## config.mk

```make
export PLATFORM = sky130hd
export DESIGN_NAME = dhoat_ctrl
export DESIGN_NICKNAME = d
export VERILOG_FILES = /design/src/rtl/core/dhoat_pkg.sv /design/src/rtl/core/dhoat_ctrl.sv
export SDC_FILE = /design/constraint.sdc
export NUM_CORES = 1
export LEC_CHECK = 0
export BUFFER_PORTS_ARGS = -buffer_cell sky130_fd_sc_hd__buf_4
export CORE_ASPECT_RATIO = 0.5
export CORE_MARGIN = 4
export CORE_UTILIZATION = 30
export CTS_BUF_LIST = sky130_fd_sc_hd__clkbuf_4 sky130_fd_sc_hd__clkbuf_8 sky130_fd_sc_hd__clkbuf_16
export DETAILED_ROUTE_END_ITERATION = 10
export PLACE_DENSITY = 0.55
export SYNTH_ARGS = -nofsm -noshare
export SYNTH_HDL_FRONTEND = slang
export SYNTH_SLANG_ARGS = --single-unit
```

## constraint.sdc

```tcl
create_clock -name clk -period 8.62 [get_ports clk]
set_input_delay 0.862 -clock clk [delete_from_list [all_inputs] [get_ports clk]]
set_output_delay 0.862 -clock clk [all_outputs]
set_load 0.01 [all_outputs]
```

## src/rtl/core/dhoat_pkg.sv

```systemverilog
`timescale 1ns / 1ps
package dhoat_pkg;

  localparam int TableDepth = 64;
  localparam int IdxBits = $clog2(TableDepth);
  localparam int CntBits = 7;
  localparam int KeyBits = 64;
  localparam int DataBits = 32;
  localparam int HashBits = 32;
  localparam int MixShift = 16;
  localparam logic [31:0] MixMul = 32'h045d9f3b;
  localparam logic [31:0] Golden32 = 32'h61C88647;

  typedef enum logic [1:0] {
    REQ_INSERT = 2'd0,
    REQ_DELETE = 2'd1,
    REQ_LOOKUP = 2'd2,
    REQ_NONE   = 2'd3
  } req_type_t;

  typedef enum logic [1:0] {
    ST_DONE     = 2'd0,
    ST_NOTFOUND = 2'd1,
    ST_FULL     = 2'd2
  } status_t;

  typedef enum logic [1:0] {
    MARK_EMPTY = 2'd0,
    MARK_USED  = 2'd1,
    MARK_DEL   = 2'd2
  } mark_t;

  typedef enum logic [2:0] {
    S_IDLE,
    S_MIX1,
    S_MIX2,
    S_MIX3,
    S_READ,
    S_CHECK,
    S_OUT
  } state_t;

  typedef struct packed {
    logic [1:0]          req_type;
    logic [KeyBits-1:0]  key;
    logic [HashBits-1:0] key_digest;
    logic [DataBits-1:0] data;
  } req_t;

  typedef struct packed {
    logic [1:0]          status;
    logic [DataBits-1:0] data_out;
    logic [CntBits-1:0]  entries_used;
  } rsp_t;

  typedef struct packed {
    logic                     rd_en;
    logic [IdxBits-1:0]       rd_addr;
    logic                     wr_en;
    logic                     wr_entry;
    logic [IdxBits-1:0]       wr_addr;
    mark_t                    wr_mark;
  } mem_ctl_t;

endpackage

```

## src/rtl/core/dhoat_ctrl.sv

```systemverilog
`timescale 1ns / 1ps
module dhoat_ctrl (
  input  logic                  clk,
  input  logic                  rst,
  input  logic                  in_valid,
  output logic                  in_ready,
  input  dhoat_pkg::req_t       in_item,
  output logic                  out_valid,
  input  logic                  out_ready,
  output dhoat_pkg::rsp_t       out_item,
  output dhoat_pkg::mem_ctl_t   ctl,
  output logic [dhoat_pkg::KeyBits-1:0]  wr_key,
  output logic [dhoat_pkg::DataBits-1:0] wr_data,
  input  dhoat_pkg::mark_t      rd_mark,
  input  logic [dhoat_pkg::KeyBits-1:0]  rd_key,
  input  logic [dhoat_pkg::DataBits-1:0] rd_data
);
  import dhoat_pkg::*;

  state_t state, state_next;
  req_t req;
  logic [31:0] mixv;
  logic [IdxBits-1:0] idx;
  logic [IdxBits-1:0] step;
  logic [IdxBits:0] probes;
  logic [CntBits-1:0] count;
  rsp_t rsp;
  logic [31:0] mix_in;
  logic [31:0] step_full;
  logic hit;
  logic stop;

  assign mix_in = (mixv >> MixShift) ^ mixv;
  assign step_full = req.key_digest * Golden32;
  assign hit = (rd_mark == MARK_USED) && (rd_key == req.key);

  always_comb begin
    stop = 1'b0;
    if (req.req_type == REQ_INSERT) begin
      stop = (rd_mark != MARK_USED) || (probes == (IdxBits + 1)'(TableDepth - 1));
    end else begin
      stop = (rd_mark == MARK_EMPTY) || hit ||
             (probes == (IdxBits + 1)'(TableDepth - 1));
    end
  end

  always_comb begin
    state_next = state;
    case (state)
      S_IDLE: if (in_valid) state_next = S_MIX1;
      S_MIX1: state_next = S_MIX2;
      S_MIX2: state_next = S_MIX3;
      S_MIX3: state_next = (req.req_type == REQ_NONE) ? S_OUT : S_READ;
      S_READ: state_next = S_CHECK;
      S_CHECK: state_next = stop ? S_OUT : S_READ;
      S_OUT: if (!out_valid || out_ready) state_next = S_IDLE;
      default: state_next = S_IDLE;
    endcase
  end

  always_comb begin
    in_ready = (state == S_IDLE);
    ctl = '0;
    ctl.wr_mark = MARK_EMPTY;
    ctl.rd_en = (state == S_READ);
    ctl.rd_addr = idx;
    ctl.wr_addr = idx;
    if (state == S_CHECK) begin
      if (req.req_type == REQ_INSERT && rd_mark != MARK_USED) begin
        ctl.wr_en = 1'b1;
        ctl.wr_entry = 1'b1;
        ctl.wr_mark = MARK_USED;
      end else if (req.req_type == REQ_DELETE && hit) begin
        ctl.wr_en = 1'b1;
        ctl.wr_mark = MARK_DEL;
      end
    end
    wr_key = req.key;
    wr_data = req.data;
  end

  always_ff @(posedge clk) begin
    if (rst) begin
      state <= S_IDLE;
      count <= '0;
      out_valid <= 1'b0;
    end else begin
      state <= state_next;
      if (state == S_OUT && state_next == S_IDLE) out_valid <= 1'b1;
      else if (out_valid && out_ready) out_valid <= 1'b0;
      if (ctl.wr_en && ctl.wr_entry) count <= count + 1'b1;
      if (ctl.wr_en && !ctl.wr_entry && count != '0) count <= count - 1'b1;
    end
  end

  always_ff @(posedge clk) begin
    case (state)
      S_IDLE: begin
        if (in_valid) begin
          req <= in_item;
          mixv <= in_item.key_digest;
        end
      end
      S_MIX1: mixv <= mix_in * MixMul;
      S_MIX2: begin
        mixv <= mix_in * MixMul;
        step <= step_full[IdxBits-1:0];
      end
      S_MIX3: begin
        idx <= mix_in[IdxBits-1:0];
        probes <= '0;
        rsp.status <= (req.req_type == REQ_INSERT) ? ST_FULL : ST_NOTFOUND;
        rsp.data_out <= '0;
      end
      S_CHECK: begin
        idx <= idx + step;
        probes <= probes + 1'b1;
        if (req.req_type == REQ_INSERT && rd_mark != MARK_USED) begin
          rsp.status <= ST_DONE;
        end else if (req.req_type != REQ_INSERT && hit) begin
          rsp.status <= ST_DONE;
          if (req.req_type == REQ_LOOKUP) rsp.data_out <= rd_data;
        end
      end
      default: ;
    endcase
  end

  always_ff @(posedge clk) begin
    if (state == S_OUT && state_next == S_IDLE) begin
      out_item.status <= rsp.status;
      out_item.data_out <= rsp.data_out;
      out_item.entries_used <= count;
    end
  end

endmodule

```

# After elaboration in Yosys (flattened, before gate mapping)
# Index checks and enable logic that the tools add are counted.
[word_totals] reg_bits=267 latch_bits=0 ramBits=0 mem_bits_ro=0 in_bits=232 out_inout_bits=156 wordCells=98 mem_count=0
[classes] addsub=4 n_mul=2 n_div=0 order_cmp=0 eq_ne=18 shift=0 muxes=27 bitwise_logic=1 reduce_logical=30
[op_table] op="$mux W32" n=3
[op_table] op="$pmux W34 S2" n=1
[op_table] op="$eq A64 B64 Y1" n=1
[op_table] op="$pmux W32 S2" n=1
[op_table] op="$mux W34" n=1
[op_table] op="$mul A32 B27 Y32 const B" n=1
[op_table] op="$mul A32 B31 Y6 const B" n=1
[op_table] op="$xor A16 B32 Y32" n=1
[op_table] op="$pmux W3 S7" n=1
[op_table] op="$mux W2" n=8
[op_table] op="$add A7 B1 Y7 const B" n=2
[op_table] op="$mux W7" n=2
[op_table] op="$pmux W7 S2" n=1
[op_table] op="$pmux W6 S2" n=1
[op_table] op="$reduce_bool A2 Y1" n=5
[op_table] op="$eq A3 B3 Y1 const B" n=3
[op_table] op="$logic_and A1 B1 Y1" n=9
[op_table] op="$eq A7 B6 Y1 const B" n=1
[op_table] op="$reduce_bool A7 Y1" n=1
[op_table] op="$sub A7 B1 Y7 const B" n=1
[op_table] op="$add A6 B6 Y6" n=1
[op_table] op="$eq A3 B2 Y1 const B" n=2
[op_table] op="$logic_not A3 Y1" n=2
[op_table] op="$mux W1" n=6
[op_table] op="13 further kinds" n=26

# Longest topological paths before layout
# Gate-level depths: netlist (run 1).
[logic_depth] ltp_word=10 ltp_mapped=25 mapped_depth_nobuf=25

# Worst setup path before layout (run 1)
# Ideal clock, no wire load.
[synth_timing] kind="register -> register" startpoint="reg mixv[23]" endpoint="reg mixv[30] (data pin)" arrival_ns=6.568 required_ns=8.482 path_slack_ns=1.914 path_stages_with_launch=24 path_buffers=0 period_less_slack_ns=6.706 path_cell_list="edfxtp_1 > xor2_1 > inv_1 > fa_1 > inv_1 > ha_1 > inv_1 > fa_1 > fa_1 > fa_1 > inv_1 > fa_1 > inv_1 > fa_1 > inv_1 > ha_1 > a21o_1 > a21o_1 > a21o_1 > and2_1 > a21o_1 > a41o_1 > or4_1 > nand4_1"
[synth_between] elab_chain_cells=3
[synth_rtl] item="start, declared" line_no="dhoat_ctrl.sv:22" text="logic [31:0] mixv;"
[synth_rtl] item="start signal, assigned" line_no="dhoat_ctrl.sv:101" text="mixv <= in_item.key_digest;"
[synth_rtl] item="start signal, assigned" line_no="dhoat_ctrl.sv:104" text="S_MIX1: mixv <= mix_in * MixMul;"
[synth_rtl] item="start signal, assigned" line_no="dhoat_ctrl.sv:106" text="mixv <= mix_in * MixMul;"
[synth_rtl] item="$xor A16 B32 Y32" line_no="dhoat_ctrl.sv:33" text="assign mix_in = (mixv >> MixShift) ^ mixv;"
[synth_rtl] item="$mul A32 B27 Y32" line_no="dhoat_ctrl.sv:104, dhoat_ctrl.sv:106"
[synth_rtl] item="$pmux W32 S2" line_no="dhoat_ctrl.sv:97" text="case (state)"
# Every way passes these cells.
# A chain may end at the register's enable or synchronous reset.

# Final worst setup path (run 1)
# Ends and elaborated chain as after synthesis.

==> results of run 1 <==
-- Yosys cell counts (7+ instances only) --
| cell | count |
|---|---|
| or2_2 | 7 |
| dfxtp_1 | 11 |
| nor2b_1 | 8 |
| xor2_1 | 95 |
| and2_1 | 39 |
| ha_1 | 182 |
| nand3_1 | 7 |
| xnor2_1 | 79 |
| nor4_1 | 13 |
| mux2i_1 | 7 |
| a21o_1 | 29 |
| nand2_1 | 70 |
| buf_4 | 103 |
| edfxtp_1 | 230 |
| nor3_1 | 12 |
| o21ai_0 | 37 |
| a21oi_1 | 35 |
| nand2b_1 | 10 |
| nor2_1 | 40 |
| clkbuf_1 | 20 |
| nand4_1 | 10 |
| o21a_1 | 7 |
| inv_1 | 426 |
| fa_1 | 208 |
-- worst register-to-register path: stages (launching register included) --
cell and delay, ns:
edfxtp_1 0.72, xor2_1 0.70, inv_1 0.22, fa_1 0.61
inv_1 0.08, ha_1 0.27, inv_1 0.07, fa_1 0.40
fa_1 0.53, fa_1 0.57, inv_1 0.05, fa_1 0.48
inv_1 0.05, fa_1 0.48, inv_1 0.05, ha_1 0.34
a21o_1 0.20, a21o_1 0.17, a21o_1 0.18, and2_1 0.16
a21o_1 0.17, a41o_1 0.27, or4_1 0.50, nand4_1 0.10
-- metal layers --
metal	vias to the layer above	GRT usage [%]	wire, µm
met3	86	3.777	3339
met4	2	4.707	1868
met5	-	0	13
met2	285	29.14	29140
met1	6295	19.71	23300
li1	6062	-	-
-- registers in the layout, summed over array words and instances, names as in the netlist --
register,cells
step,6
wr_key,64
rsp,34
probes,7
out_item,41
out_valid,1
count,7
wr_data,32
idx,6
mixv,32
req,8
state,3
-- cell type report --
class	count	area share [%]
Multi-Input combinational cell	958	42.88
Timing Repair Buffer	398	12.51
Clock buffer	29	2.818
Clock inverter	17	0.6338
Tap cell	884	4.630
Inverter	426	6.694
Sequential cell	241	29.83
-- metrics by stage --
step	setup WS (ns)	area, µm²	std cells
3_5_place_dp	1.137	23060	2907
3_3_place_gp	1.220	23060	2907
4_1_cts	1.094	23890	2953
6_report	1.130	23890	2953
5_1_grt	0.6655	23890	2953
2_1_floorplan	1.914	19790	1749
-- final timing paths --
kind	slack, ns	endpoint	from	cells past startpoint
worst max-delay path	1.13	mixv[30]	mixv[23]	23
worst max register to register	1.13	mixv[30]	mixv[23]	23
worst min register to register	0.41	out_item[11]	rsp[11]	0
worst min-delay path	0.41	out_item[11]	rsp[11]	0
-- cell families (layout without fill, tap and decap cells) --
| family | Yosys count | count (layout) | share of synthesized area, % |
|---|---|---|---|
| AO/OA/AOI/OAI | 152 | 152 | 4.988 |
| XOR/XNOR | 174 | 174 | 7.700 |
| adder cells (fa/ha/maj) | 390 | 390 | 32.55 |
| buffers and inverters | 550 | 870 | 12.38 |
| flip-flops | 241 | 241 | 36.01 |
| multiplexers | 7 | 7 | 0.3540 |
| AND/OR/NAND/NOR | 235 | 235 | 6.018 |
==> flow_metrics.tcl, run 1 <==
set metrics [dict create \
    final_util_pct 36.66 \
    gr-usage-all-layers_pct 16.33 \
    cts_resized 0 \
    worst_setup_hold_path_clk_slew_ns 0.06 \
    hold_viol 0 \
    vias_per_cell 4.311 \
    worst-setup-path-type "reg -> reg" \
    ioPinCount 388 \
    finClkSkew_ns 0.01094 \
    fin_crit_sh_pct 86.89 \
    antenna_found_initial 2 \
    die_w_um 371.2 \
    whs_ns 0.4130 \
    synth_edf_count 230 \
    clock_path_buffers 3 \
    netlist.area_leader.share_pct 34.90 \
    cts_tree "yes" \
    nNetsFinal 2673 \
    die_h_um 189.6 \
    synthArstFlopShare_pct 0 \
    vias 12730 \
    fin_crit_ns 7.490 \
    hpwl_um 49070 \
    drcViolationCount 0 \
    syn-cell-area_mm2 0.01979 \
    rsz0062_at_grt "false" \
    synth_largest_area_cell "edfxtp_1" \
    firstDrtPassIters 5 \
    std_cell_rows 66 \
    yosys-top-cells-area "edfxtp_1 35%, fa_1 21%, ha_1 12%, inv_1 8.1%, xor2_1 4.2%" \
    grt_pass1_wl_um 85370 \
    crit_buf_inv 6 \
    syn_nets 2371 \
    overflow 0 \
    syn_to_final_growth_pct 20.70 \
    post_cts_buffers 0 \
    drt_first_iter_violations 660 \
    ys_ff_latch 241 \
    clock_latency_ns 0.56 \
    slowest_stage "edfxtp_1" \
    tns_ns 0 \
    max_freq_mhz 133.5 \
    die_area_mm2 0.07039 \
    synth-main-ff-cell "edfxtp_1" \
    status "finished, final reports clean" \
    grt_pass1_vias 13740 \
    setup_viol 0 \
    htreeDepth 1 \
    cpLargestDelayFamily "adder cells" \
    gp_congestion 0.9025 \
    critPathCaptureType "flop" \
    final_antenna_net_count 0 \
    yosys_warnings 0 \
    worst-endpoint-arrival_ns 7.91 \
    syn_area_per_cell_um2 11.32 \
    crit_path_start_kind "flop" \
    wirelength_um 57660 \
    initial_utilization_pct 30.38 \
    antenna_cells 0 \
    cap_violations 0 \
    final_common_cell "inv_1" \
    grt_max_degree 84 \
    worstPathCellList "xor2_1, inv_1, fa_1, inv_1, ha_1, inv_1, fa_1, fa_1, fa_1, inv_1, fa_1, inv_1, fa_1, inv_1, ha_1, a21o_1, a21o_1, a21o_1, and2_1, a21o_1, a41o_1, or4_1, nand4_1" \
    cts_root_buf "clkbuf_16" \
    final_cell_mix "426 x inv_1, 398 x buf_4, 230 x edfxtp_1, 208 x fa_1, 182 x ha_1" \
    regArea_mm2 0.007127 \
    portBuffers 387 \
    relSlewSlack_pct 25.12 \
    coreArea_mm2 0.06516 \
    synthDistinctLibCells 58 \
    ys_seq_area_share_pct 36.01 \
    cts_buffers 26 \
    drive_above_1_share_pct 22.14 \
    cp_slowest_stage_delay_ns 0.72 \
    hold_path.class "reg -> reg" \
    syn-instance-count 1749 \
    ctsHoldBuffers 0 \
    drt-wirelength-per-cell_um 19.53 \
    fillCellCount 6501 \
    critPathMaxFanout 8 \
    cts_num_sinks 241 \
    critPathRequiredTime_ns 9.04 \
    drv_slew 0 \
    multi_input_area_mm2 0.01024 \
    worst-slew-pin-transition_ns 1.120 \
]
Power of run 1 is left out: the tool's default activity adds up to more than one toggle a clock period on the data nets, which glitch-free logic cannot reach.
==> run 2: changes to the inputs <==
- ABC_AREA: default -> 1
- PLACE_DENSITY: 0.55 -> 0.54
==> run 2 against run 1 <==
- first-iteration DRC count is 56% higher
- sequential cell count stayed put
- hold slack about the same
- critical path type unchanged
- die area increased by 5.9%
- design area grew 5.8%
==> flow_metrics.tcl, run 2 <==
set metrics [dict create \
    clock_path_buffers 3 \
    std_cell_rows 68 \
    worstPathCellList "xnor2_1, inv_1, ha_1, ha_1, nor2_1, inv_1, ha_1, inv_1, fa_1, inv_1, ha_1, fa_1, inv_1, fa_1, fa_1, inv_1, ha_1, nand2_1, nor2_1, nand3_1, nand3_1, nor2_1, o31ai_1" \
    drcViolationCount 0 \
    crit_buf_inv 6 \
    critPathCaptureType "flop" \
    drive_above_1_share_pct 19.24 \
    syn-instance-count 2208 \
    firstDrtPassIters 5 \
    grt_pass1_wl_um 99300 \
    yosys-top-cells-area "edfxtp_1 33%, fa_1 20%, ha_1 11%, inv_1 11%, nand2_1 6.1%" \
    yosysMostFrequentCell "inv_1" \
    cpLargestDelayFamily "adder cells" \
    final_cell_mix "594 x inv_1, 396 x buf_4, 343 x nand2_1, 230 x edfxtp_1, 208 x fa_1" \
    wirelength_um 67420 \
    vias 15180 \
    met2_usage_pct 30.84 \
    hold_viol 0 \
    hpwl_um 57950 \
    cts_buffers 27 \
    die_area_mm2 0.07457 \
    syn-cell-area_mm2 0.02101 \
    ys_ff_latch 241 \
    multi_input_area_mm2 0.01080 \
    max_freq_mhz 125.7 \
    synth_edf_count 230 \
    overflow 0 \
    tns_ns 0 \
    syn_nets 2830 \
    critPathMaxFanout 8 \
    yosys-top-cells-count "596 x inv_1, 343 x nand2_1, 230 x edfxtp_1" \
    syn_to_final_growth_pct 20.36 \
    htreeDepth 1 \
    worst-endpoint-arrival_ns 8.26 \
    synthArstFlopShare_pct 0 \
    synth_largest_area_cell "edfxtp_1" \
    grt_pass1_vias 15510 \
    fin_crit_ns 7.958 \
    fin_crit_sh_pct 92.32 \
    gp_congestion 0.9333 \
    synthDistinctLibCells 45 \
    worst-slew-pin-transition_ns 1.021 \
    slowest_stage "xnor2_1" \
    post_cts_buffers 0 \
    netlist.area_leader.share_pct 32.88 \
    critPathRequiredTime_ns 8.92 \
    worst-setup-path-type "reg -> reg" \
    regArea_mm2 0.007127 \
    cts_root_buf "clkbuf_16" \
    cts_resized 0 \
    cpMostUsedCell "inv_1" \
    ys_seq_area_share_pct 33.93 \
    grt_max_degree 57 \
    antenna_found_initial 2 \
    coreArea_mm2 0.06917 \
    grt.met1_usage_pct 23.16 \
    final_common_cell "inv_1" \
    nNetsFinal 3138 \
    cts_tree "yes" \
    ctsHoldBuffers 0 \
    die_h_um 195.1 \
    busiest_layer "met2" \
    whs_ns 0.4134 \
    clock_latency_ns 0.60 \
    status "finished, final reports clean" \
    drt_first_iter_violations 1028 \
    setup_viol 0 \
    worst_setup_hold_path_clk_slew_ns 0.07 \
    largest_reg_flops 64 \
    yosys_warnings 0 \
    cp_slowest_stage_delay_ns 0.90 \
    drv_slew 0 \
    die_w_um 382.2 \
    syn_area_per_cell_um2 9.513 \
    rsz0062_at_grt "false" \
    crit_path_start_kind "flop" \
    grtUsageMet3_pct 3.129 \
    fillCellCount 7035 \
    hold_path.class "reg -> reg" \
    finClkSkew_ns 0.02009 \
    initial_utilization_pct 30.37 \
    synth-main-ff-cell "edfxtp_1" \
    ioPinCount 388 \
    gr-usage-all-layers_pct 17.94 \
    portBuffers 387 \
    vias_per_cell 4.360 \
    drt-wirelength-per-cell_um 19.36 \
    final_antenna_net_count 0 \
    cts_num_sinks 241 \
    cap_violations 0 \
    relSlewSlack_pct 31.41 \
]
## run 2: cell types whose count changed after synthesis, sizes merged, moves of 14 or more
cell   change
xnor2     -24
a21oi     +23
xor2      -40
and2      -38
or2       +14
nand2    +280
inv      +173
a21o      -23
nor2      +92
nand3     +48
## run 2: final cells by class
cell class / instances / area share, %
tap: 945 / 4.677
antenna: 1 / 0.009898
inverter: 600 / 8.918
timing repair buffer: 396 / 11.76
multi-input combinational: 1250 / 42.71
sequential: 241 / 28.19
clock buffer: 33 / 2.851
clock inverter: 16 / 0.8859
## run 2: cells by family after synthesis
logic type / count (synthesis) / share of synthesized area (%)
flip-flops: 241 / 33.93
XOR/XNOR: 110 / 4.622
AO/OA/AOI/OAI: 129 / 3.437
AND/OR/NAND/NOR: 621 / 12.64
buffers and inverters: 717 / 14.71
adder cells (fa/ha/maj): 390 / 30.66
## run 2: path summary, 6_finish.rpt
kind	startpoint	endpoint	cells after the start	slack, ns
max	mixv[16]	mixv[15]	23	0.66
min	rsp[11]	out_item[11]	0	0.41
max reg2reg	mixv[16]	mixv[15]	23	0.66
min reg2reg	rsp[11]	out_item[11]	0	0.41
## run 2: through the flow
stage	util [%]	setup slack (ns)	instances	area, µm²
after global routing	36.55	0.1904	3482	25280
after floorplan	-	2.351	2208	21010
after global placement	35.18	0.6208	3432	24330
after CTS	36.55	0.5445	3481	25280
after detailed placement	35.18	0.6253	3432	24330
final	36.55	0.6620	3482	25280
## run 2: routing by layer
metal / vias to the layer above / share of wire, %
li1: 7290 / -
met1: 7379 / 42
met2: 408 / 49
met3: 106 / 6.2
met4: 0 / 3.5
met5: - / 0
Power of run 2 is left out for the same reason.
==> run 3: changes to the inputs <==
- ABC_AREA: 1 -> default
- PLACE_DENSITY: 0.54 -> 0.56
- RECOVER_POWER: default -> 100
- clock period: 8.62 -> 7.1 ns (I/O delays scaled with it)
==> run 3 against run 2 <==
- the run now ends with capacitance limit, slew limit left
- critical path depth grew 1
- design area shrank 6.9%
- non-clock buffer count grew 33
==> flow_metrics.tcl, run 3 (synthesized netlist as in run 1, its figures left out) <==
set metrics [dict create \
    status "finished with violations" \
    violations "capacitance limit, slew limit" \
    coreArea_mm2 0.06516 \
    htreeDepth 1 \
    worst-setup-path-type "reg -> reg" \
    final_antenna_net_count 0 \
    r2r_setup_slack_ns 0.25 \
    drt_first_iter_violations 652 \
    critPathRequiredTime_ns 7.55 \
    cts_buffers 27 \
    drive_above_1_share_pct 15.49 \
    gp_congestion 0.9653 \
    whs_ns 0.3138 \
    cts_num_sinks 241 \
    initial_utilization_pct 30.38 \
    tns_ns 0 \
    cts_tree "yes" \
    grt_max_degree 72 \
    worst-slew-pin-transition_ns 3.944 \
    crit_path_start_kind "flop" \
    ctsHoldBuffers 0 \
    r2r_end "mixv[30]" \
    largest_reg_flops 64 \
    fillCellCount 6561 \
    wirelength_um 58780 \
    drv_slew 263 \
    antenna_cells 0 \
    die_w_um 371.2 \
    vias_per_cell 4.277 \
    finClkSkew_ns 0.02134 \
    grt_pass1_vias 13660 \
    r2r_start "mixv[26]" \
    critPathLaunch "mixv[26]" \
    die_area_mm2 0.07039 \
    worst_setup_hold_path_clk_slew_ns 0.06 \
    crit_path_end "mixv[30]" \
    worst-endpoint-arrival_ns 7.30 \
    fin_crit_ns 6.847 \
    nNetsFinal 2705 \
    clock_latency_ns 0.61 \
    drt-wirelength-per-cell_um 19.67 \
    hold_viol 0 \
    hpwl_um 49580 \
    max_freq_mhz 146.1 \
    grt_pass1_wl_um 86550 \
    post_cts_buffers 0 \
    clock_path_buffers 3 \
    std_cell_rows 66 \
    rsz0062_at_grt "false" \
    syn_to_final_growth_pct 18.98 \
    cap_violations 6 \
    hold_path.class "in -> reg" \
    multi_input_area_mm2 0.01023 \
    final_cell_mix "425 x inv_1, 230 x edfxtp_1, 208 x fa_1, 182 x ha_1" \
    setup_viol 0 \
    final_common_cell "inv_1" \
    vias 12780 \
    critPathCaptureType "flop" \
    ioPinCount 388 \
    critPathMaxFanout 8 \
    die_h_um 189.6 \
    relSlewSlack_pct -163.0 \
    portBuffers 387 \
    overflow 0 \
    rr_worst_depth 24 \
    gr-usage-all-layers_pct 16.58 \
    hold_start "in_item[94]" \
    drcViolationCount 0 \
    antenna_found_initial 0 \
    regArea_mm2 0.007127 \
    fin_crit_sh_pct 96.44 \
    firstDrtPassIters 5 \
    cts_root_buf "clkbuf_16" \
]
-- run 3: cell count changes in the layout (fill, tap and decap cells not counted), moves of 40 or more --
cell,before,now
clkbuf_1,0,166
nand2_1,343,70
nor2_1,130,40
clkbuf_4,6,103
nand3_1,54,7
buf_4,396,166
inv_1,594,425
xor2_1,54,94
-- run 3: cell type report --
type | count | area share, %
clock inverter | 17 | 0.7013
tap | 884 | 4.697
clock buffer | 33 | 3.060
inverter | 426 | 6.790
timing repair buffer | 429 | 11.03
multi-input combinational | 958 | 43.46
sequential | 241 | 30.26
-- run 3: what timing repair did --
item | in CTS | in global routing
resized for setup | 0 | 5
endpoints found under the hold margin | 0 | 0
endpoints found under the setup margin | 0 | 5
-- run 3: routing by layer --
metal / share of wire [%] / GRT usage, % / vias to the layer above / routed length, µm
met1: 43 / 20.95 / 6282 / 25110
met4: 2.8 / 3.910 / 0 / 1623
met5: 0 / 0 / - / 0
met3: 5.5 / 3.676 / 81 / 3215
met2: 49 / 29.01 / 267 / 28830
li1: - / - / 6149 / -
-- run 3: worst max-delay path, cell delays in order, from the launching register on --
cell and delay, ns:
edfxtp_1 0.65, xor2_1 0.18, buf_4 0.22, inv_1 0.07, fa_1 0.48, inv_1 0.08, ha_1 0.35, xor2_1 0.18
ha_1 0.29, inv_1 0.05, fa_1 0.53, inv_1 0.07, fa_1 0.51, fa_1 0.52, inv_1 0.06, fa_1 0.48
inv_1 0.04, ha_1 0.34, a21o_1 0.18, a21o_1 0.17, and2_1 0.16, a21o_1 0.19, a41o_1 0.27, or4_1 0.52
nand4_1 0.10
-- run 3: worst min path at each step --
stage                   end  slack, ns  cells after the start
4_1_cts          wr_key[16]       0.24                      1
6_report         wr_key[30]       0.31                      1
5_1_grt          wr_key[20]       0.27                      1
2_1_floorplan  out_item[10]       0.40                      0
3_5_place_dp   out_item[19]       0.40                      0
3_3_place_gp    out_item[8]       0.40                      0
-- run 3: per-stage QoR --
stage	cells	worst slack (ns)	cell area, µm²	utilization (%)
2_1_floorplan	1749	0.3944	19790	-
3_3_place_gp	2938	0.1642	23300	35.75
3_5_place_dp	2938	0.09534	23300	35.75
4_1_cts	2988	0.04500	24180	37.11
5_1_grt	2988	0.006808	23550	36.14
6_report	2988	0.2531	23550	36.14
Power of run 3 is left out for the same reason.
